**src/hdl/slwm_pkg.sv**
```systemverilog
// Package for the slow access window monitor.
// Holds sizes, register indexes, method codes and the entry store write request type.
// No dependencies.
`default_nettype none

package slwm_pkg;

  localparam int MAX_ENTRIES = 32;
  localparam int IDX_W = $clog2(MAX_ENTRIES);
  localparam int CNT_W = $clog2(MAX_ENTRIES + 1);

  localparam int TICK_W = 48;
  localparam int WORD_W = 32;
  localparam int END_W = TICK_W + 1;
  localparam int TOTAL_W = 37;
  localparam int COUNT_OUT_W = 6;
  localparam int ACC_W = WORD_W + CNT_W;
  localparam int REG_IDX_W = 2;
  localparam int METHOD_W = 2;

  // register indexes
  localparam logic [REG_IDX_W-1:0] REG_CHECK_METHOD = 2'd0;
  localparam logic [REG_IDX_W-1:0] REG_WINDOW_PERIOD = 2'd1;
  localparam logic [REG_IDX_W-1:0] REG_SLOW_THRESHOLD = 2'd2;
  localparam logic [REG_IDX_W-1:0] REG_SLOW_LIMIT = 2'd3;

  // check methods
  localparam logic [METHOD_W-1:0] METHOD_SUM = 2'd0;
  localparam logic [METHOD_W-1:0] METHOD_COUNT = 2'd1;
  localparam logic [METHOD_W-1:0] METHOD_EXCESS = 2'd2;
  localparam logic [METHOD_W-1:0] METHOD_NONE = 2'd3;

  // reset values
  localparam logic [METHOD_W-1:0] METHOD_RESET = METHOD_SUM;
  localparam logic [WORD_W-1:0] WINDOW_RESET = 32'd60000;
  localparam logic [WORD_W-1:0] THRESHOLD_RESET = 32'd1000;
  localparam logic [WORD_W-1:0] LIMIT_RESET = 32'd20000;

  typedef struct packed {
    logic en;
    logic [IDX_W-1:0] addr;
    logic [TICK_W-1:0] start_tick;
    logic [WORD_W-1:0] length;
  } store_wr_t;

endpackage

`default_nettype wire

```
**src/hdl/slwm_store.sv**
```systemverilog
// Entry store: start tick and length of each slow access, one write and one read port.
// Depends on slwm_pkg. Read data is registered and appears in the cycle after the address.
`default_nettype none

module slwm_store
  import slwm_pkg::*;
(
  input  wire logic              clk,
  input  wire store_wr_t         wr,
  input  wire logic [IDX_W-1:0]  rd_addr,
  output logic      [TICK_W-1:0] rd_start,
  output logic      [WORD_W-1:0] rd_length
);

  logic [TICK_W-1:0] mem_start [MAX_ENTRIES];
  logic [WORD_W-1:0] mem_length [MAX_ENTRIES];

  always_ff @(posedge clk) begin
    if (wr.en) begin
      mem_start[wr.addr] <= wr.start_tick;
      mem_length[wr.addr] <= wr.length;
    end
    rd_start <= mem_start[rd_addr];
    rd_length <= mem_length[rd_addr];
  end

endmodule

`default_nettype wire

```
**src/hdl/slow_access_window_monitor_top.sv**
```systemverilog
// Top level of the slow access window monitor: configuration, scan sequencer, result.
// Depends on slwm_pkg and slwm_store.
`default_nettype none

// How to use the block
//   Request channel: drive start_tick and duration and raise start; the request is taken
//   at a rising edge where start is high and busy is low.
//   Result channel: done is high for exactly one cycle with recorded, disk_slow,
//   entry_count, window_total and overflow; the receiver cannot stall it, so sample it.
//   Configuration: wr_en, wr_index and wr_data write one register per edge, with no wait.
//   Write only while busy is low and no result is pending.
// Timing
//   A fast request (duration below slow_threshold) gives its result in the cycle after it
//   is taken, and busy stays low.
//   A slow request holds busy while the states PREP (to form the expiry bound) and SCAN
//   (one pass over the 32 stored entries through the store's single read port, one read
//   per entry into a two stage pipeline) run, then FIX, ADD and DONE (fix-up, store,
//   result). done follows in the next cycle, where a new request may already be taken;
//   a slow request is never overlapped, and the store's read port sets its pace.
// Reset
//   rst (synchronous, active high) empties the window, restores the register defaults
//   and drops any request in flight; no result follows it.

module slow_access_window_monitor_top
  import slwm_pkg::*;
(
  input  wire logic                   clk,
  input  wire logic                   rst,
  // request
  input  wire logic                   start,
  output logic                        busy,
  input  wire logic [TICK_W-1:0]      start_tick,
  input  wire logic [WORD_W-1:0]      duration,
  // configuration
  input  wire logic                   wr_en,
  input  wire logic [REG_IDX_W-1:0]   wr_index,
  input  wire logic [WORD_W-1:0]      wr_data,
  // result
  output logic                        done,
  output logic                        recorded,
  output logic                        disk_slow,
  output logic [COUNT_OUT_W-1:0]      entry_count,
  output logic [TOTAL_W-1:0]          window_total,
  output logic                        overflow
);

  localparam logic [2:0] S_IDLE = 3'd0;
  localparam logic [2:0] S_PREP = 3'd1;
  localparam logic [2:0] S_SCAN = 3'd2;
  localparam logic [2:0] S_FIX  = 3'd3;
  localparam logic [2:0] S_ADD  = 3'd4;
  localparam logic [2:0] S_DONE = 3'd5;

  logic [2:0] state;

  // configuration registers
  logic [METHOD_W-1:0] check_method;
  logic [WORD_W-1:0] window_period;
  logic [WORD_W-1:0] slow_threshold;
  logic [WORD_W-1:0] slow_limit;

  // window state
  logic [MAX_ENTRIES-1:0] valid;
  logic [CNT_W-1:0] live_count;

  // current request
  logic [TICK_W-1:0] it_start;
  logic [WORD_W-1:0] it_dur;
  logic [END_W-1:0] now;
  logic [END_W-1:0] lim;
  logic exp_en;
  logic [WORD_W-1:0] new_contrib;
  logic ovf;
  logic [IDX_W-1:0] slot;

  // scan pipeline
  logic [CNT_W-1:0] iss;
  logic a_vld;
  logic [IDX_W-1:0] a_idx;
  logic b_vld;
  logic [IDX_W-1:0] b_idx;
  logic b_valid;
  logic [END_W-1:0] b_end;
  logic [WORD_W-1:0] b_contrib;

  // scan results
  logic [ACC_W-1:0] acc;
  logic found_free;
  logic [IDX_W-1:0] free_slot;
  logic min_set;
  logic [END_W-1:0] min_end;
  logic [IDX_W-1:0] min_slot;
  logic [WORD_W-1:0] min_contrib;

  // store ports
  store_wr_t st_wr;
  logic [IDX_W-1:0] rd_addr;
  logic [TICK_W-1:0] rd_start;
  logic [WORD_W-1:0] rd_length;

  slwm_store u_store (
    .clk       (clk),
    .wr        (st_wr),
    .rd_addr   (rd_addr),
    .rd_start  (rd_start),
    .rd_length (rd_length)
  );

  // Contribution of one length to the window total under the current method.
  function automatic logic [WORD_W-1:0] contrib_of(
    input logic [METHOD_W-1:0] method,
    input logic [WORD_W-1:0] len,
    input logic [WORD_W-1:0] thr
  );
    logic [WORD_W:0] diff;
    logic [WORD_W-1:0] res;
    diff = {1'b0, len} - {1'b0, thr};
    case (method)
      METHOD_SUM:    res = len;
      METHOD_EXCESS: res = diff[WORD_W] ? '0 : diff[WORD_W-1:0];
      default:       res = '0;
    endcase
    return res;
  endfunction

  assign busy = (state != S_IDLE);
  wire accept = start && !busy;
  wire fast = duration < slow_threshold;

  // Stage A: end tick and contribution of the entry just read.
  wire [END_W-1:0] a_end = {1'b0, rd_start} + END_W'(rd_length);
  wire [WORD_W-1:0] a_contrib = contrib_of(check_method, rd_length, slow_threshold);

  // Stage B: expiry and bookkeeping for one entry.
  wire b_survive = b_valid && !(exp_en && (b_end <= lim));
  wire b_expire = b_valid && !b_survive;
  wire last_b = b_vld && (b_idx == IDX_W'(MAX_ENTRIES - 1));

  assign rd_addr = iss[IDX_W-1:0];

  // Bound on end ticks that expire: end + window_period <= now, i.e. end <= now - period.
  wire [END_W:0] lim_diff = {1'b0, now} - (END_W + 1)'(window_period);

  wire [ACC_W-1:0] total_max = ACC_W'({TOTAL_W{1'b1}});

  always_comb begin
    st_wr.en = (state == S_ADD);
    st_wr.addr = slot;
    st_wr.start_tick = it_start;
    st_wr.length = it_dur;
  end

  // configuration writes
  always_ff @(posedge clk) begin
    if (rst) begin
      check_method <= METHOD_RESET;
      window_period <= WINDOW_RESET;
      slow_threshold <= THRESHOLD_RESET;
      slow_limit <= LIMIT_RESET;
    end else if (wr_en) begin
      unique case (wr_index)
        REG_CHECK_METHOD:   check_method <= wr_data[METHOD_W-1:0];
        REG_WINDOW_PERIOD:  window_period <= wr_data;
        REG_SLOW_THRESHOLD: slow_threshold <= wr_data;
        REG_SLOW_LIMIT:     slow_limit <= wr_data;
        default:            ;
      endcase
    end
  end

  // sequencer and control state
  always_ff @(posedge clk) begin
    if (rst) begin
      state <= S_IDLE;
      done <= 1'b0;
      valid <= '0;
      live_count <= '0;
      a_vld <= 1'b0;
      b_vld <= 1'b0;
    end else begin
      done <= 1'b0;
      unique case (state)
        S_IDLE: begin
          if (accept) begin
            if (fast) begin
              // fast access: report the entry count as it stands, with no total
              done <= 1'b1;
            end else begin
              state <= S_PREP;
            end
          end
        end
        S_PREP: begin
          a_vld <= 1'b0;
          b_vld <= 1'b0;
          state <= S_SCAN;
        end
        S_SCAN: begin
          a_vld <= (iss != CNT_W'(MAX_ENTRIES));
          b_vld <= a_vld;
          if (b_vld && b_expire) begin
            valid[b_idx] <= 1'b0;
            live_count <= live_count - 1'b1;
          end
          if (last_b) begin
            state <= S_FIX;
          end
        end
        S_FIX: begin
          state <= S_ADD;
        end
        S_ADD: begin
          valid[slot] <= 1'b1;
          if (!ovf) begin
            live_count <= live_count + 1'b1;
          end
          state <= S_DONE;
        end
        S_DONE: begin
          done <= 1'b1;
          state <= S_IDLE;
        end
        default: state <= S_IDLE;
      endcase
    end
  end

  // datapath registers
  always_ff @(posedge clk) begin
    unique case (state)
      S_IDLE: begin
        if (accept) begin
          it_start <= start_tick;
          it_dur <= duration;
          now <= {1'b0, start_tick} + END_W'(duration);
          if (fast) begin
            recorded <= 1'b0;
            disk_slow <= 1'b0;
            entry_count <= COUNT_OUT_W'(live_count);
            window_total <= '0;
            overflow <= 1'b0;
          end
        end
      end
      S_PREP: begin
        exp_en <= !lim_diff[END_W];
        lim <= lim_diff[END_W-1:0];
        new_contrib <= contrib_of(check_method, it_dur, slow_threshold);
        iss <= '0;
        acc <= '0;
        found_free <= 1'b0;
        min_set <= 1'b0;
      end
      S_SCAN: begin
        // advance the read address
        if (iss != CNT_W'(MAX_ENTRIES)) begin
          iss <= iss + 1'b1;
        end
        a_idx <= rd_addr;
        // stage A to stage B
        b_idx <= a_idx;
        b_valid <= valid[a_idx];
        b_end <= a_end;
        b_contrib <= a_contrib;
        // stage B: sum survivors, find first free slot and earliest end
        if (b_vld) begin
          if (b_survive) begin
            acc <= acc + ACC_W'(b_contrib);
            if (!min_set || (b_end < min_end)) begin
              min_set <= 1'b1;
              min_end <= b_end;
              min_slot <= b_idx;
              min_contrib <= b_contrib;
            end
          end else if (!found_free) begin
            found_free <= 1'b1;
            free_slot <= b_idx;
          end
        end
      end
      S_FIX: begin
        // pick the first free slot; if the window is full, drop the entry with the earliest end
        ovf <= !found_free;
        slot <= found_free ? free_slot : min_slot;
        if (!found_free) begin
          acc <= acc - ACC_W'(min_contrib);
        end
      end
      S_ADD: begin
        acc <= acc + ACC_W'(new_contrib);
      end
      S_DONE: begin
        recorded <= 1'b1;
        overflow <= ovf;
        entry_count <= COUNT_OUT_W'(live_count);
        case (check_method)
          METHOD_SUM, METHOD_EXCESS: begin
            disk_slow <= acc >= ACC_W'(slow_limit);
            window_total <= (acc > total_max) ? {TOTAL_W{1'b1}} : acc[TOTAL_W-1:0];
          end
          METHOD_COUNT: begin
            disk_slow <= WORD_W'(live_count) >= slow_limit;
            window_total <= '0;
          end
          default: begin
            disk_slow <= 1'b0;
            window_total <= '0;
          end
        endcase
      end
      default: ;
    endcase
  end

  // assertions
  a_done_idle: assert property (@(posedge clk) disable iff (rst) done |-> !busy)
    else $error("result strobe while a request is in flight");

  a_accept_resp: assert property (@(posedge clk) disable iff (rst)
    (start && !busy) |=> (done || busy))
    else $error("accepted request produced neither a result nor busy");

  a_live_count: assert property (@(posedge clk) disable iff (rst)
    $countones(valid) == 32'(live_count))
    else $error("live count disagrees with valid entries");

  a_overflow_full: assert property (@(posedge clk) disable iff (rst)
    (done && overflow) |-> (recorded && (entry_count == COUNT_OUT_W'(MAX_ENTRIES))))
    else $error("overflow reported with a window that is not full");

endmodule

`default_nettype wire
```
**config.mk**
```make
export PLATFORM = sky130hd
export DESIGN_NAME = slow_access_window_monitor_top
export DESIGN_NICKNAME = d
export VERILOG_FILES = /design/src/hdl/slwm_pkg.sv /design/src/hdl/slwm_store.sv /design/src/hdl/slow_access_window_monitor_top.sv
export SDC_FILE = /design/constraint.sdc
export NUM_CORES = 2
export LEC_CHECK = 0
export ABC_AREA = 0
export BUFFER_PORTS_ARGS = -buffer_cell sky130_fd_sc_hd__buf_2
export CORE_MARGIN = 10
export CORE_UTILIZATION = 35
export DETAILED_ROUTE_END_ITERATION = 12
export REMOVE_ABC_BUFFERS = 1
export SLEW_MARGIN = 10
export SYNTH_ARGS = -nofsm -noshare
export SYNTH_HDL_FRONTEND = slang
export SYNTH_SLANG_ARGS = --single-unit
```
**constraint.sdc**
```tcl
create_clock -name clk -period 7.95 [get_ports clk]
set_input_delay 1.59 -clock clk [delete_from_list [all_inputs] [get_ports clk]]
set_output_delay 1.59 -clock clk [all_outputs]
set_load 0.1 [all_outputs]
```
==> results_dict.tcl <==
set metrics [dict create \
    status "finished clean" \
    grtUsageTotal 0.188 \
    hold_path_class "reg -> reg" \
    clkSinkCount 3274 \
    clock_path_buffers 4 \
    ir_drop_mv 0.194 \
    critPathMaxFanout 7 \
    cts.htree.levels 5 \
    drive_gt1_frac 0.221 \
    ios 166 \
    ys.flop_type "edfxtp_1" \
    setup_viol 0 \
    hpwl_um 234000 \
    cts_tree "yes" \
    arrival_ps 5880 \
    crit_family "simple AND/OR/NAND/NOR gates" \
    dieWidth_um 644 \
    dr.pass1.iters 7 \
    rsz0062_at_grt "no" \
    worst_pin_slew_ps 1210 \
    yosysWarnings 0 \
    netlist_top_cells_count "edfxtp_1 (3052), mux4_2 (810), ha_1 (371)" \
    vias_per_cell 5.60 \
    worstSetupPathType "reg -> reg" \
    synth_top_cell_area_share 0.674 \
    final_nets 8243 \
    synthCells 7399 \
    fin_crit_sh 0.665 \
    path_cells "inv_1 > ha_1 > or3b_2 > nor2_1 > nand2_1 > or4_4 > nand2b_4 > nor3_1 > xnor2_1 > nor2_1 > a31oi_1 > ha_1 > a21oi_1 > o21ai_0 > a221oi_1 > o21ai_0 > o21bai_1 > a211oi_1 > a21oi_1 > mux2_2" \
    path_buf_inv 1 \
    drt-initial-drc-count 9239 \
    via_count 74100 \
    skew_ps 70.7 \
    finalWirelength_um 402000 \
    seq_area_frac_synth 0.706 \
    synth_seq_cells 3274 \
    postCtsSetupRepairBufs 0 \
    cts_hold_buffers 0 \
    slew_headroom 0.190 \
    crit_path_start_kind "register" \
    grt_pass1_vias 73700 \
    clk_latency_ps 890 \
    synth_top_area_cell "edfxtp_1" \
    async_flop_share 0 \
    syn_area_um2 136000 \
    grt_pass1_wl_um 563000 \
    numCtsBuffers 332 \
    fmax_mhz 189 \
    crit_path_end_kind "register" \
    powerDensity_nw_per_um2 293 \
    place.gp.congestion 0.937 \
    numPortBuffers 165 \
    wl_per_cell_um 30.4 \
    max-cap-violations 0 \
    synth_cell_type_count 86 \
    start_util 0.352 \
    p_leak_nw 50.6 \
    grt_max_degree 121 \
    coreArea_um2 387000 \
    finalPower_mw 45.5 \
    synthMostInstantiatedCell "edfxtp_1" \
    hold_viol_final 0 \
    setup-tns-final_ps 0 \
    clk_pin_slew_ps 60 \
    grt_overflow 0 \
    crit_path_max_incr_delay_ps 560 \
    cts.repair.resized 0 \
    drc 0 \
    die_h_um 644 \
    drv_slew 0 \
    antenna_left 0 \
    min_period_ps 5280 \
    antenna_found_initial 69 \
    critPathRequiredTime_ps 8550 \
    cts_root_buf "clkbuf_16" \
    die_area_um2 414000 \
    crit_slowest_cell "or4_4" \
    synth.avg_cell_area_um2 18.4 \
    row_count 228 \
    syn_to_final_growth_pct 14.0 \
    synth_area_leaders "edfxtp_1 (67%), mux4_2 (13%), ha_1 (3.4%)" \
    synth-edff-count 3052 \
]
==> worst paths after layout <==
check | startpoint | end | slack [ps] | cells past startpoint
hold reg to reg | b_contrib[4] | min_contrib[4] | 440 | 0
setup / recovery | min_contrib[0] | acc[35] | 2670 | 20
hold / removal | b_contrib[4] | min_contrib[4] | 440 | 0
setup reg to reg | min_contrib[0] | acc[35] | 2670 | 20
==> logic make-up after synthesis <==
logic type	synth area share
flip-flops	0.706
adder cells (fa/ha/maj)	0.0351
buffers and inverters	0.0153
AO/OA/AOI/OAI	0.0501
multiplexers	0.142
AND/OR/NAND/NOR	0.0362
XOR/XNOR	0.0153
==> power breakdown <==
part | switching [mW] | internal (mW)
Combinational | 4.92 | 3.72
Clock | 6.60 | 9.28
Sequential | 1.04 | 20.0
==> cell type report <==
type                       instances  area [um^2]
clock inverter                   177         1930
sequential                      3274        96100
inverter                         263          991
antenna                           29         72.6
tap                             5175         6470
timing repair buffer             302         2330
fill                           34300       231000
multi-input combinational       3574        38200
clock buffer                     429         9060
==> worst register-to-register path, stage by stage, from the launching register on <==
cell and delay, ps:
edfxtp_1 440, inv_1 80, ha_1 190, or3b_2 500, nor2_1 150, nand2_1 150
or4_4 560, nand2b_4 190, nor3_1 190, xnor2_1 140, nor2_1 50, a31oi_1 200
ha_1 360, a21oi_1 180, o21ai_0 100, a221oi_1 310, o21ai_0 130, o21bai_1 280
a211oi_1 390, a21oi_1 140, mux2_2 280
==> flip-flops by register name, summed over array words and instances (netlist names), 48 cells and up <==
register            flops
b_end                  49
it_start               48
lim                    49
min_end                49
now                    49
u_store.mem_length   1024
u_store.mem_start    1536
u_store.rd_start       48
==> per-stage QoR <==
step	utilization	instance area (um^2)	instances	hold slack (ps)	worst slack [ps]
CTS	0.401	155000	13200	440	2690
global route	0.401	155000	13200	458	2300
finish	0.401	155000	13200	442	2670
floorplan	-	135000	7111	417	-19700
detailed placement	0.373	144000	12600	441	2110
global placement	0.373	144000	12600	437	2050
==> cells in the final DEF, fill, tap and decap left out, types with 37 or more instances in the layout <==
master,instances
a211oi_1,61
a21o_1,133
a21oi_1,299
a22o_1,55
a31oi_1,60
buf_2,164
buf_4,101
bufinv_16,37
clkbuf_1,68
clkbuf_16,341
clkinv_1,46
clkinv_2,58
dfxtp_1,222
edfxtp_1,3052
ha_1,371
inv_1,261
mux2_2,88
mux4_2,810
nand2_1,343
nand2b_1,44
nand3_1,55
nand4_1,59
nor2_1,235
nor2_4,38
nor3_1,50
o21a_1,82
o21ai_0,135
xnor2_1,158
xor2_1,79
==> routing by layer <==
metal / track usage / wire [um]
met5: 0 / 29
met4: 0.0793 / 19900
met3: 0.0257 / 28000
met2: 0.311 / 194000
met1: 0.248 / 160000
(Power assumes the default switching activity.)
